## config.mk

```make
export PLATFORM = sky130hd
export DESIGN_NAME = distance_sensor_axis_alignment
export DESIGN_NICKNAME = d
export VERILOG_FILES = /design/src/rtl/dsaa_pkg.sv /design/src/rtl/dsaa_cfg_regs.sv /design/src/rtl/dsaa_in_reg.sv /design/src/rtl/dsaa_drive.sv /design/src/rtl/dsaa_core.sv /design/src/rtl/distance_sensor_axis_alignment.sv
export SDC_FILE = /design/constraint.sdc
export NUM_CORES = 2
export LEC_CHECK = 0
export BUFFER_PORTS_ARGS = -buffer_cell sky130_fd_sc_hd__buf_2
export CORE_MARGIN = 3
export CORE_UTILIZATION = 58
export CTS_CLUSTER_SIZE = 24
export DETAILED_ROUTE_END_ITERATION = 10
export GPL_TIMING_DRIVEN = 0
export MAX_ROUTING_LAYER = met4
export PLACE_DENSITY = 0.76
export SLEW_MARGIN = 20
export SYNTH_ARGS = -nofsm -noshare
export SYNTH_HDL_FRONTEND = slang
export SYNTH_SLANG_ARGS = --single-unit
```

## constraint.sdc

```tcl
create_clock -name i_clk -period 12.8 [get_ports i_clk]
set_input_delay 1.28 -clock i_clk [delete_from_list [all_inputs] [get_ports i_clk]]
set_output_delay 1.28 -clock i_clk [all_outputs]
set_load 0.1 [all_outputs]
```

## src/rtl/dsaa_pkg.sv

```systemverilog
// Shared types, codes and constants for the distance-sensor axis alignment block.
package dsaa_pkg;

    localparam int unsigned CFG_IDX_W  = 3;
    localparam int unsigned CFG_DATA_W = 32;
    localparam int unsigned IN_DATA_W  = 56;
    localparam int unsigned IN_USER_W  = 2;
    localparam int unsigned OUT_DATA_W = 48;

    localparam logic [31:0] DEFAULT_RUN_LIMIT = 32'd5000;
    localparam logic [31:0] DEFAULT_SETTLE_MS = 32'd120;

    typedef enum logic [1:0] {
        CMD_START  = 2'd0,
        CMD_UPDATE = 2'd1,
        CMD_ABORT  = 2'd2
    } t_cmd;

    typedef enum logic [2:0] {
        ST_IDLE  = 3'd0,
        ST_RUN   = 3'd1,
        ST_OK    = 3'd2,
        ST_FAIL  = 3'd3,
        ST_ABORT = 3'd4
    } t_run_state;

    typedef enum logic [2:0] {
        FLT_NONE    = 3'd0,
        FLT_PARAM   = 3'd1,
        FLT_TIMEOUT = 3'd2,
        FLT_SENSOR  = 3'd3,
        FLT_ABORT   = 3'd4
    } t_fault;

    typedef enum logic [CFG_IDX_W-1:0] {
        CFG_TARGET      = 3'd0,
        CFG_TOLERANCE   = 3'd1,
        CFG_GAIN        = 3'd2,
        CFG_DRIVE_LIMIT = 3'd3,
        CFG_WINDOW_LOW  = 3'd4,
        CFG_WINDOW_HIGH = 3'd5,
        CFG_TIMEOUT     = 3'd6,
        CFG_SETTLE      = 3'd7
    } t_cfg_idx;

    typedef struct packed {
        logic [15:0]        target_count;
        logic [15:0]        tolerance_count;
        logic signed [31:0] gain_q16;
        logic [14:0]        drive_limit;
        logic [15:0]        window_low;
        logic [15:0]        window_high;
        logic [31:0]        run_limit_ms;
        logic [31:0]        settle_ms;
    } t_cfg;

    typedef struct packed {
        t_cmd        cmd;
        logic [31:0] now_ms;
        logic        mech_at_target;
        logic        sample_valid;
        logic [15:0] sample_count;
    } t_item;

    // Handshake between the input register and the core.
    typedef struct packed {
        logic  valid;
        t_item item;
    } t_item_stage;

    typedef struct packed {
        logic signed [15:0] drive;
        logic               drive_valid;
        t_run_state         run_state;
        t_run_state         outcome;
        t_fault             fault_code;
        logic               phase;
        logic               start_accepted;
        logic signed [16:0] error_count;
    } t_result;

endpackage

```

## src/rtl/dsaa_cfg_regs.sv

```systemverilog
// Configuration register file written through the plain write port.
module dsaa_cfg_regs (
    input  logic                              i_clk,
    input  logic                              i_rst_n,
    input  logic                              i_cfg_we,
    input  logic [dsaa_pkg::CFG_IDX_W-1:0]    i_cfg_idx,
    input  logic [dsaa_pkg::CFG_DATA_W-1:0]   i_cfg_data,
    output dsaa_pkg::t_cfg                    o_cfg
);
    import dsaa_pkg::*;

    t_cfg r_cfg;

    always_ff @(posedge i_clk) begin
        if (!i_rst_n) begin
            r_cfg.target_count    <= '0;
            r_cfg.tolerance_count <= '0;
            r_cfg.gain_q16        <= '0;
            r_cfg.drive_limit     <= '0;
            r_cfg.window_low      <= '0;
            r_cfg.window_high     <= 16'hFFFF;
            r_cfg.run_limit_ms    <= DEFAULT_RUN_LIMIT;
            r_cfg.settle_ms       <= DEFAULT_SETTLE_MS;
        end else if (i_cfg_we) begin
            case (t_cfg_idx'(i_cfg_idx))
                CFG_TARGET:      r_cfg.target_count    <= i_cfg_data[15:0];
                CFG_TOLERANCE:   r_cfg.tolerance_count <= i_cfg_data[15:0];
                CFG_GAIN:        r_cfg.gain_q16        <= i_cfg_data;
                CFG_DRIVE_LIMIT: r_cfg.drive_limit     <= i_cfg_data[14:0];
                CFG_WINDOW_LOW:  r_cfg.window_low      <= i_cfg_data[15:0];
                CFG_WINDOW_HIGH: r_cfg.window_high     <= i_cfg_data[15:0];
                CFG_TIMEOUT:     r_cfg.run_limit_ms    <= i_cfg_data;
                CFG_SETTLE:      r_cfg.settle_ms       <= i_cfg_data;
                default: begin
                end
            endcase
        end
    end

    assign o_cfg = r_cfg;

endmodule

```

## src/rtl/dsaa_in_reg.sv

```systemverilog
// Input register that holds one command transaction until the core takes it.
module dsaa_in_reg (
    input  logic                  i_clk,
    input  logic                  i_rst_n,
    input  logic                  i_valid,
    output logic                  o_ready,
    input  dsaa_pkg::t_item       i_item,
    output dsaa_pkg::t_item_stage o_stage,
    input  logic                  i_take
);
    import dsaa_pkg::*;

    logic  r_valid;
    t_item r_item;

    assign o_ready = !r_valid || i_take;

    always_ff @(posedge i_clk) begin
        if (!i_rst_n) begin
            r_valid <= 1'b0;
        end else if (o_ready) begin
            r_valid <= i_valid;
        end
    end

    always_ff @(posedge i_clk) begin
        if (i_valid && o_ready) begin
            r_item <= i_item;
        end
    end

    assign o_stage.valid = r_valid;
    assign o_stage.item  = r_item;

endmodule

```

## src/rtl/dsaa_drive.sv

```systemverilog
// Proportional drive: error times Q16.16 gain, rounded and clamped to the drive limit.
module dsaa_drive (
    input  logic signed [16:0] i_error,
    input  logic signed [31:0] i_gain_q16,
    input  logic [14:0]        i_limit,
    output logic signed [15:0] o_drive
);
    import dsaa_pkg::*;

    logic        e_neg;
    logic        g_neg;
    logic [16:0] e_neg_val;
    logic [15:0] e_mag;
    logic [31:0] g_mag;
    logic [47:0] prod;
    logic [47:0] rounded;
    logic [31:0] mag;
    logic [14:0] mag_clamped;

    always_comb begin
        e_neg     = i_error[16];
        g_neg     = i_gain_q16[31];
        e_neg_val = 17'd0 - i_error;
        e_mag     = e_neg ? e_neg_val[15:0] : i_error[15:0];
        g_mag     = g_neg ? (32'd0 - i_gain_q16) : i_gain_q16;
        prod      = {32'd0, e_mag} * {16'd0, g_mag};
        // Half an output unit added before the shift rounds ties away from zero.
        rounded   = prod + 48'h0000_0000_8000;
        mag       = rounded[47:16];
        mag_clamped = (mag > {17'd0, i_limit}) ? i_limit : mag[14:0];
        o_drive   = (e_neg != g_neg) ? (16'sd0 - $signed({1'b0, mag_clamped}))
                                     : $signed({1'b0, mag_clamped});
    end

endmodule

```

## src/rtl/dsaa_core.sv

```systemverilog
// Run controller: state update for one command per cycle while results are taken, and the result register.
module dsaa_core (
    input  logic                  i_clk,
    input  logic                  i_rst_n,
    input  dsaa_pkg::t_cfg        i_cfg,
    input  dsaa_pkg::t_item_stage i_stage,
    output logic                  o_take,
    output logic                  o_valid,
    input  logic                  i_ready,
    output dsaa_pkg::t_result     o_res
);
    import dsaa_pkg::*;

    t_run_state         r_state,        n_state;
    t_fault             r_fault,        n_fault;
    logic               r_phase,        n_phase;
    logic [31:0]        r_run_start,    n_run_start;
    logic [31:0]        r_settle_start, n_settle_start;
    logic               r_settling,     n_settling;
    logic signed [16:0] r_error,        n_error;
    logic signed [15:0] r_drive,        n_drive;
    logic               r_drive_valid,  n_drive_valid;
    logic               n_accepted;

    logic               r_ov;
    t_result            r_res;

    logic               fire;
    logic               params_ok;
    logic [31:0]        eff_timeout;
    logic [31:0]        eff_settle;
    logic [31:0]        run_elapsed;
    logic [31:0]        settle_elapsed;
    logic               timed_out;
    logic               in_window;
    logic signed [16:0] cur_error;
    logic [16:0]        neg_error;
    logic [15:0]        abs_error;
    logic               in_tol;
    logic signed [15:0] p_drive;

    t_item it;

    assign it     = i_stage.item;
    assign fire   = i_stage.valid && (!r_ov || i_ready);
    assign o_take = fire;

    always_comb begin
        params_ok = (i_cfg.target_count != 16'd0) && (i_cfg.tolerance_count != 16'd0)
                    && (i_cfg.drive_limit != 15'd0)
                    && (i_cfg.window_low <= i_cfg.window_high);
        eff_timeout    = (i_cfg.run_limit_ms != 32'd0) ? i_cfg.run_limit_ms
                                                       : DEFAULT_RUN_LIMIT;
        eff_settle     = (i_cfg.settle_ms != 32'd0) ? i_cfg.settle_ms : DEFAULT_SETTLE_MS;
        run_elapsed    = it.now_ms - r_run_start;
        settle_elapsed = it.now_ms - r_settle_start;
        timed_out      = run_elapsed >= eff_timeout;
        in_window      = it.sample_valid && (it.sample_count >= i_cfg.window_low)
                         && (it.sample_count <= i_cfg.window_high);
        cur_error      = $signed({1'b0, i_cfg.target_count}) - $signed({1'b0, it.sample_count});
        neg_error      = 17'd0 - cur_error;
        abs_error      = cur_error[16] ? neg_error[15:0] : cur_error[15:0];
        in_tol         = abs_error <= i_cfg.tolerance_count;
    end

    dsaa_drive u_drive (
        .i_error    (cur_error),
        .i_gain_q16 (i_cfg.gain_q16),
        .i_limit    (i_cfg.drive_limit),
        .o_drive    (p_drive)
    );

    always_comb begin
        n_state        = r_state;
        n_fault        = r_fault;
        n_phase        = r_phase;
        n_run_start    = r_run_start;
        n_settle_start = r_settle_start;
        n_settling     = r_settling;
        n_error        = r_error;
        n_drive        = r_drive;
        n_drive_valid  = r_drive_valid;
        n_accepted     = 1'b0;

        case (it.cmd)
            CMD_START: begin
                if (r_state != ST_RUN) begin
                    if (!params_ok) begin
                        n_state       = ST_FAIL;
                        n_fault       = FLT_PARAM;
                        n_drive       = '0;
                        n_drive_valid = 1'b0;
                    end else begin
                        n_state        = ST_RUN;
                        n_fault        = FLT_NONE;
                        n_phase        = 1'b0;
                        n_run_start    = it.now_ms;
                        n_settle_start = '0;
                        n_settling     = 1'b0;
                        n_error        = '0;
                        n_drive        = '0;
                        n_drive_valid  = 1'b0;
                        n_accepted     = 1'b1;
                    end
                end
            end
            CMD_UPDATE: begin
                if (r_state == ST_RUN) begin
                    if (!params_ok) begin
                        n_state       = ST_FAIL;
                        n_fault       = FLT_PARAM;
                        n_drive       = '0;
                        n_drive_valid = 1'b0;
                    end else if (!it.mech_at_target) begin
                        n_phase        = 1'b0;
                        n_settling     = 1'b0;
                        n_settle_start = '0;
                        n_drive        = '0;
                        n_drive_valid  = !timed_out;
                        if (timed_out) begin
                            n_state = ST_FAIL;
                            n_fault = FLT_TIMEOUT;
                        end
                    end else if (!in_window) begin
                        n_phase        = 1'b1;
                        n_settling     = 1'b0;
                        n_settle_start = '0;
                        n_drive        = '0;
                        n_drive_valid  = !timed_out;
                        if (timed_out) begin
                            n_state = ST_FAIL;
                            n_fault = FLT_SENSOR;
                        end
                    end else begin
                        n_phase       = 1'b1;
                        n_error       = cur_error;
                        n_drive       = in_tol ? 16'sd0 : p_drive;
                        n_drive_valid = 1'b1;
                        if (timed_out) begin
                            n_state       = ST_FAIL;
                            n_fault       = FLT_TIMEOUT;
                            n_drive       = '0;
                            n_drive_valid = 1'b0;
                        end else if (!in_tol) begin
                            n_settling     = 1'b0;
                            n_settle_start = '0;
                        end else if (!r_settling) begin
                            // First tick inside tolerance only marks the time.
                            n_settling     = 1'b1;
                            n_settle_start = it.now_ms;
                        end else if (settle_elapsed >= eff_settle) begin
                            n_state       = ST_OK;
                            n_fault       = FLT_NONE;
                            n_drive       = '0;
                            n_drive_valid = 1'b0;
                        end
                    end
                end
            end
            CMD_ABORT: begin
                n_state       = ST_ABORT;
                n_fault       = FLT_ABORT;
                n_drive       = '0;
                n_drive_valid = 1'b0;
            end
            default: begin
            end
        endcase
    end

    always_ff @(posedge i_clk) begin
        if (!i_rst_n) begin
            r_state        <= ST_IDLE;
            r_fault        <= FLT_NONE;
            r_phase        <= 1'b0;
            r_run_start    <= '0;
            r_settle_start <= '0;
            r_settling     <= 1'b0;
            r_error        <= '0;
            r_drive        <= '0;
            r_drive_valid  <= 1'b0;
            r_ov           <= 1'b0;
        end else begin
            if (fire) begin
                r_state        <= n_state;
                r_fault        <= n_fault;
                r_phase        <= n_phase;
                r_run_start    <= n_run_start;
                r_settle_start <= n_settle_start;
                r_settling     <= n_settling;
                r_error        <= n_error;
                r_drive        <= n_drive;
                r_drive_valid  <= n_drive_valid;
                r_ov           <= 1'b1;
            end else if (i_ready) begin
                r_ov <= 1'b0;
            end
        end
    end

    always_ff @(posedge i_clk) begin
        if (fire) begin
            r_res.drive          <= n_drive;
            r_res.drive_valid    <= n_drive_valid;
            r_res.run_state      <= n_state;
            r_res.outcome        <= n_state;
            r_res.fault_code     <= n_fault;
            r_res.phase          <= n_phase;
            r_res.start_accepted <= n_accepted;
            r_res.error_count    <= n_error;
        end
    end

    assign o_valid = r_ov;
    assign o_res   = r_res;

    a_dv_only_running: assert property (@(posedge i_clk) disable iff (!i_rst_n)
        r_drive_valid |-> (r_state == ST_RUN))
        else $error("drive issued outside a run");

    a_no_drive_unless_valid: assert property (@(posedge i_clk) disable iff (!i_rst_n)
        !r_drive_valid |-> (r_drive == 16'sd0))
        else $error("nonzero drive without a drive command");

    a_settle_mark_cleared: assert property (@(posedge i_clk) disable iff (!i_rst_n)
        !r_settling |-> (r_settle_start == 32'd0))
        else $error("settle time kept while not settling");

    a_start_gives_run: assert property (@(posedge i_clk) disable iff (!i_rst_n)
        (fire && n_accepted) |=> (r_ov && r_res.run_state == ST_RUN
                                  && r_res.fault_code == FLT_NONE))
        else $error("accepted start did not report a fresh run");

    a_fire_fills_output: assert property (@(posedge i_clk) disable iff (!i_rst_n)
        fire |=> r_ov)
        else $error("processed command left no result");

endmodule

```

## src/rtl/distance_sensor_axis_alignment.sv

```systemverilog
// Top level of the single-axis distance-sensor alignment controller.
// Path: a command transaction is held in the input register, then its result is
// loaded into the result register.
// Throughput: one command transaction per cycle while results are taken; while a
// result waits, one more transaction is held in the input register, then tready drops.
// Reset: synchronous, active low; clears run state, fault, timers and drive,
// and loads the register defaults (window high 65535, timeout 5000, settle 120).
module distance_sensor_axis_alignment (
    input  logic                                i_clk,
    input  logic                                i_rst_n,
    // Configuration write port, index is the register number.
    input  logic                                i_cfg_we,
    input  logic [dsaa_pkg::CFG_IDX_W-1:0]      i_cfg_idx,
    input  logic [dsaa_pkg::CFG_DATA_W-1:0]     i_cfg_data,
    // Command stream.
    input  logic                                s_axis_tvalid,
    output logic                                s_axis_tready,
    // tdata from bit 0: now_ms[31:0], mech_at_target, sample_valid,
    // sample_count[15:0], zero padding to 56 bits.
    input  logic [dsaa_pkg::IN_DATA_W-1:0]      s_axis_tdata,
    // tuser: cmd[1:0].
    input  logic [dsaa_pkg::IN_USER_W-1:0]      s_axis_tuser,
    // Result stream.
    output logic                                m_axis_tvalid,
    input  logic                                m_axis_tready,
    // tdata from bit 0: drive[15:0], drive_valid, run_state[2:0], outcome[2:0],
    // fault_code[2:0], phase, start_accepted, error_count[16:0], zero padding.
    output logic [dsaa_pkg::OUT_DATA_W-1:0]     m_axis_tdata
);
    import dsaa_pkg::*;

    t_cfg        cfg;
    t_item       in_item;
    t_item_stage stage;
    logic        take;
    t_result     res;

    // Unpack the incoming transaction into its fields.
    assign in_item.cmd            = t_cmd'(s_axis_tuser);
    assign in_item.now_ms         = s_axis_tdata[31:0];
    assign in_item.mech_at_target = s_axis_tdata[32];
    assign in_item.sample_valid   = s_axis_tdata[33];
    assign in_item.sample_count   = s_axis_tdata[49:34];

    dsaa_cfg_regs u_cfg (
        .i_clk      (i_clk),
        .i_rst_n    (i_rst_n),
        .i_cfg_we   (i_cfg_we),
        .i_cfg_idx  (i_cfg_idx),
        .i_cfg_data (i_cfg_data),
        .o_cfg      (cfg)
    );

    // The input register frees itself in the same cycle that the core takes
    // its content, so a new transaction is taken every cycle while results flow.
    dsaa_in_reg u_in (
        .i_clk   (i_clk),
        .i_rst_n (i_rst_n),
        .i_valid (s_axis_tvalid),
        .o_ready (s_axis_tready),
        .i_item  (in_item),
        .o_stage (stage),
        .i_take  (take)
    );

    // The core applies one command per cycle to the run state and loads the
    // result register; it stalls only while that register is full and unread.
    dsaa_core u_core (
        .i_clk   (i_clk),
        .i_rst_n (i_rst_n),
        .i_cfg   (cfg),
        .i_stage (stage),
        .o_take  (take),
        .o_valid (m_axis_tvalid),
        .i_ready (m_axis_tready),
        .o_res   (res)
    );

    assign m_axis_tdata = {3'd0, res.error_count, res.start_accepted, res.phase,
                           res.fault_code, res.outcome, res.run_state,
                           res.drive_valid, res.drive};

endmodule
```

[Word level (Yosys, flattened, before mapping)]
Index checks and enable logic that the tools add are counted.
Cells by class
  $add $sub $neg: 7
  multipliers: 1
  div/mod/pow operators: 0
  order comparisons: 7
  eq/ne operators: 18
  shift operators: 0
  multiplexer cells: 87
  bitwise operators: 0
  reduce and logical (&&, ||, !) cells: 33
Operators by type and width (count)
  2-to-1 mux 32 bit: 12
  2-to-1 mux 16 bit: 12
  2-to-1 mux 17 bit: 6
  greater-or-equal comparator 32 bit: 2
  one-hot mux 32 bit (2 select lines): 1
  nonzero test 32 bit: 2
  subtractor 32 bit: 2
  2-to-1 mux 3 bit: 21
  adder 48 x 16 -> 48 bit (second input constant): 1
  <= comparator 16 bit: 3
  multiplier 16 x 32 -> 48 bit: 1
  one-hot mux 16 bit (3 select lines): 1
  one-hot mux 17 bit (2 select lines): 1
  greater-than comparator 32 x 15 -> 1 bit: 1
  nonzero test 16 bit: 2
  subtractor 1 x 32 -> 32 bit (first input constant): 1
  2-to-1 mux 1 bit: 26
  one-hot mux 3 bit (3 select lines): 2
  AND reduction 2 bit: 9
  subtractor 16 x 16 -> 17 bit: 1
  greater-or-equal comparator 16 bit: 1
  subtractor 1 x 15 -> 16 bit (first input constant): 1
  subtractor 1 x 16 -> 16 bit (first input constant): 1
  2-to-1 mux 15 bit: 1
  other kinds (23): 42
Word-level totals
  flip-flop bits (word level): 377
  latch bits: 0
  bits in writable memories: 0
  memory bits (read-only): 0
  input bits: 98
  output and inout bits: 50
  logic and storage cells: 184
  memories: 0

[Depth between registers and ports, before layout]
  depth after elaboration: 19
  gate-level depth with buffers: 64
  depth with buffers taken out: 61

[By module]
From an unflattened synthesis, not the netlist that was laid out.
Unflattened totals
  cell total of the unflattened synthesis: 4673
  area total of the unflattened synthesis: 40566.4 µm²
Modules (own cells, without submodules)
  dsaa_drive: times used 1, cells an instance 2319, area an instance 18778.0 µm², sequential area each 0.0 µm²
  dsaa_core: times used 1, cells an instance 1663, area an instance 13624.3 µm², sequential area each 3403.3 µm²
  dsaa_cfg_regs: times used 1, cells an instance 629, area an instance 6511.2 µm², sequential area each 3503.4 µm²
  dsaa_in_reg: times used 1, cells an instance 58, area an instance 1626.6 µm², sequential area each 1581.5 µm²
  distance_sensor_axis_alignment: times used 1, cells an instance 4, area an instance 26.3 µm², sequential area each 0.0 µm²

[Least setup slack after synthesis]
OpenSTA, ideal clock, no wires.
  path type: flip-flop to flip-flop
  start point: register u_in.r_item, in the netlist u_in.o_stage[0]
  end point: register u_core.r_res, in the netlist u_core.o_res[43], data pin
  library setup time: 0.269 ns
  arrival time: 12.595 ns
  required time: 12.531 ns
  slack: -0.064 ns
  stages on the path, launching flop included: 60
  buffers on the path: 2
  period minus slack after synthesis: 12.864 ns
  cells stage by stage: edfxtp_1 ha_1 fa_1 nand2b_1 nand2_1 a21oi_1 xnor2_1 or4_1 or3_1 or3_1 or2_1 o21ai_1 xor2_2 inv_2 clkbuf_1 nand2_1 fa_1 inv_1 [... 24 more ...] a21oi_1 o31ai_1 nand4_1 nor4_1 nand4_1 nor4_4 buf_6 mux2i_1 ha_1 nand2_1 or2_2 or3_1 o31ai_1 xnor2_1 nand2b_1 o211a_1 inv_1 o21ai_0
Between the ends
  longest elaborated chain between the ends: 19
  elaborated cells on any way between the ends: 25
  those cells by class: add/sub: 4; mul: 1; order compare: 4; eq/ne: 1; mux: 13; reduce/logical: 2
Ends and longest elaborated chain
  start: declaration: RTL line dsaa_in_reg.sv:14  | t_item r_item;
  start signal: assignment: RTL line dsaa_in_reg.sv:28  | r_item <= i_item;
  subtractor 16 x 16 -> 17 bit: RTL line dsaa_core.sv:60  | cur_error = $signed({1'b0, i_cfg.target_count}) - $signed({1'b0, it.sample_count});
  subtractor 1 x 16 -> 16 bit: RTL line dsaa_drive.sv:23, dsaa_core.sv:61
  2-to-1 mux 16 bit: RTL line dsaa_drive.sv:24, dsaa_core.sv:62
  multiplier 16 x 32 -> 48 bit: RTL line dsaa_drive.sv:26  | prod = {32'd0, e_mag} * {16'd0, g_mag};
  adder 48 x 16 -> 48 bit: RTL line dsaa_drive.sv:28  | rounded = prod + 48'h0000_0000_8000;
  greater-than comparator 32 x 15 -> 1 bit: RTL line dsaa_drive.sv:30  | mag_clamped = (mag > {17'd0, i_limit}) ? i_limit : mag[14:0];
  2-to-1 mux 15 bit: RTL line dsaa_drive.sv:30
  subtractor 1 x 15 -> 16 bit: RTL line dsaa_drive.sv:31  | o_drive = (e_neg != g_neg) ? (16'sd0 - $signed({1'b0, mag_clamped}))
  [... 4 more ...]
  2-to-1 mux 16 bit: RTL line dsaa_core.sv:144  | end else if (!in_tol) begin
  2-to-1 mux 16 bit: RTL line dsaa_core.sv:139  | if (timed_out) begin
  2-to-1 mux 16 bit (*): RTL line dsaa_core.sv:124  | end else if (!in_window) begin
  2-to-1 mux 16 bit (*): RTL line dsaa_core.sv:114  | end else if (!it.mech_at_target) begin
  2-to-1 mux 16 bit (*): RTL line dsaa_core.sv:109  | if (!params_ok) begin
  2-to-1 mux 16 bit (*): RTL line dsaa_core.sv:108  | if (r_state == ST_RUN) begin
  one-hot mux 16 bit (3 select lines) (*): RTL line dsaa_core.sv:85  | case (it.cmd)
  via u_core.n_drive[14]: RTL line dsaa_core.sv:21  | logic signed [15:0] r_drive, n_drive;
  end: declaration: RTL line dsaa_core.sv:26  | t_result r_res;
The timed path passes the listed nets; every way through them passes the cells marked *.
A chain may end at the register's enable or synchronous reset.

[Worst setup path after layout]
  start point: register u_in.r_item, in the netlist u_in.o_stage[1]
  end point: register u_core.r_res, in the netlist u_core.o_res[43], data pin
Same word-level chain as after synthesis.

==> impl_metrics.toml <==
[outcome]
outcome = "finished with violations"
failed_checks = "negative setup slack"

[synthesis]
synthCells = 4896
synth_enable_flop_cells = 94
seq_area_frac_synth_pct = 21.3
async_reset_ff_share_pct = 0
yosys.cell_types.count = 103
yosys-top-cells-count = "919 x sky130_fd_sc_hd__nand2_1, 785 x sky130_fd_sc_hd__inv_1, 420 x sky130_fd_sc_hd__fa_1"
syn_area_mm2 = 0.0399
per_instance_average_area_after_synthesis_um2 = 8.15
synth.yosys.warnings = 0
synth_top_area_cell = "sky130_fd_sc_hd__fa_1"
synth_top_cell_area_share_pct = 21.1
synth_most_common_cell = "sky130_fd_sc_hd__nand2_1"
synth-seq-cells = 377
synth_ff_type = "sky130_fd_sc_hd__dfxtp_1"
synth_top_cells_by_area = "sky130_fd_sc_hd__fa_1 21%, sky130_fd_sc_hd__dfxtp_1 14%, sky130_fd_sc_hd__ha_1 12%"

[die]
die-area_mm2 = 0.0719
die_w_um = 268
coreArea_mm2 = 0.0676
initial_core_util_pct = 59.0
ios = 148
dieHeight_um = 268
rows = 95

[worst_setup_path]
critPathLaunchType = "register"
required_ns = 13.08
crit_arrival_ns = 13.68
critical_path.most_common_cell = "sky130_fd_sc_hd__fa_1"
family_with_the_most_delay_on_the_worst_path = "adder cells"
slowest_delay_ns = 0.56
cp_max_fo = 8
critical_path_class = "register to register"
critical-path-slowest-cell = "sky130_fd_sc_hd__fa_1"
critical_path.n_buffers_inverters = 10
critical_path.endpoint_type = "register"

[sta]
min_period_over_period_pct = 105
maxClockFrequency_mhz = 74.6
rsz_0062_raised_after_global_routing = "true"
worst_pin_slew_ns = 1.14
final_period_minus_worst_setup_slack_ns = 13.40
fin_ws_ns = -0.597
timing.max_slew.rel_slack_pct = 23.6
hold_viol_final = 0
setup_viol = 14
fin_skew_ns = 0.0295
maxSlewViolCount = 0

[detailed_routing]
initialDrtViolationCount = 3655
drt_pre_antenna_iters = 6
routed_wire_length_per_instance_um = 21.3
detail_route.drc_violations = 0
wirelength_um = 129000
via_count = 35800
vias_per_cell = 5.91
antenna_violating_nets_post_route = 0

[cts]
cts_buffers = 37
cts_hold_buffers = 0
tritoncts = "built"
cts_sinks = 377
cts_buffer_depth = 3
h-tree-depth = 2
clockRootBuffer = "sky130_fd_sc_hd__clkbuf_16"
cts.clk_slew.worst_paths_ns = 0.06
clock_insertion_delay_at_the_later_pin_of_the_skew_report_ns = 0.56

[placement]
buffer_ports.inserted = 121
dpl.hpwl_um = 103000
finalWeightedCongestion = 1.01

[power]
worst_ir_drop_vdd_mv = 0.120
power_density_normalized_to_cell_area_mw_per_mm2 = 93.1
power_leakage_nw = 20.3
design_power_total_mw = 4.18

[grt]
initial_antenna_violation_count = 4
grt_pass1_wl_um = 199000
grt_overflow = 0
overall_global_routing_usage_pct = 37.1
first_global_vias = 35100
grt_start_max_net_pins = 53

[finish]
post_route_cells_drive_above_1_share_pct = 10.5
final_core_utilization_pct = 66.4
area_added_between_synthesis_and_finish_pct = 12.6
final_nets = 6035

[hold_path]
worst_hold_path_type = "register to register"

[flow_run]
max_cap_violations = 0
## logic make-up (layout without fill, tap and decap cells)
| kind of cell | count (synthesis) | in the layout | share of synthesized area, % |
|---|---|---|---|
| AND/OR/NAND/NOR | 1651 | 1651 | 18.1 |
| buffers and inverters | 1006 | 1285 | 9.63 |
| AO/OA/AOI/OAI | 882 | 882 | 14.1 |
| adder cells (fa/ha/maj) | 790 | 790 | 32.7 |
| flip-flops | 377 | 377 | 21.3 |
| XOR/XNOR | 175 | 175 | 3.88 |
| multiplexers | 14 | 14 | 0.376 |
| other | 1 | 7 | 0.00940 |
## registers in the layout (all words and copies together) (netlist names), 16 cells and up
name,flops
u_cfg.o_cfg,175
u_core.o_res,42
u_core.r_drive,16
u_core.r_error,17
u_core.r_run_start,32
u_core.r_settle_start,32
u_in.o_stage,52
## final timing paths
check,startpoint,endpoint,slack [ns],cells after the start
worst max register to register,u_in.o_stage[1],u_core.o_res[43],-0.60,58
worst min-delay path,u_core.r_run_start[11],u_core.r_run_start[11],0.45,2
worst min register to register,u_core.r_run_start[11],u_core.r_run_start[11],0.45,2
worst max-delay path,u_in.o_stage[1],u_core.o_res[43],-0.60,58
## metal layers
metal	GRT usage [%]	share of wire, %	vias to the layer above	wire, µm
li1	-	-	16400	-
met1	47.1	39	17300	50800
met2	58.1	45	1730	58500
met3	4.97	8.5	383	11000
met4	19.7	6.8	0	8720
met5	-	0	-	0
## through the flow
stage / hold slack, ns / setup TNS (ns) / area, µm² / setup WS (ns) / std cells
2_1_floorplan: 0.432 / 0 / 39900 / 0.0189 / 4898
3_3_place_gp: 0.438 / -84.17 / 41600 / -3.93 / 5892
3_5_place_dp: 0.446 / -73.22 / 41700 / -3.53 / 5897
4_1_cts: 0.455 / -5.98 / 44500 / -0.676 / 6034
5_1_grt: 0.472 / -11.01 / 44900 / -0.974 / 6054
6_report: 0.453 / -5.46 / 44900 / -0.597 / 6054
## layout by cell type (no fill, tap or decap), drive strengths merged, types with 66 or more instances in the layout
cell,n
inv,786
nor2,322
ha,369
xnor2,126
o21ai,143
nand3,66
clkbuf,229
a21oi,353
edfxtp,94
buf,247
fa,420
dfxtp,283
nand2,919
a21o,83
## worst min-delay path, stage by stage (launching register included)
cell and delay (ns):
sky130_fd_sc_hd__dfxtp_1 0.30, sky130_fd_sc_hd__nand2_1 0.05, sky130_fd_sc_hd__a21oi_1 0.05
## power breakdown
group	switching (mW)	internal, mW
clock	0.496	0.672
sequential	0.0319	1.25
combinational	1.09	0.637
## cell type report
| cell class | count | area [µm²] |
|---|---|---|
| inverter | 789 | 2990 |
| antenna | 4 | 10.0 |
| sequential | 377 | 8490 |
| clock inverter | 19 | 208 |
| multi-input combinational | 3515 | 28700 |
| timing repair buffer | 219 | 1380 |
| buffer | 209 | 1010 |
| tap | 873 | 1090 |
| fill | 5746 | 22700 |
| clock buffer | 49 | 1070 |
## what timing repair did
item	4_1_cts	5_1_grt
gates resized for setup	222	70
hold endpoints to repair	0	0
buffers inserted	75	18
endpoints found under the setup margin	32	31
pin swaps	94	69
Power figures use the tool's default switching activity.
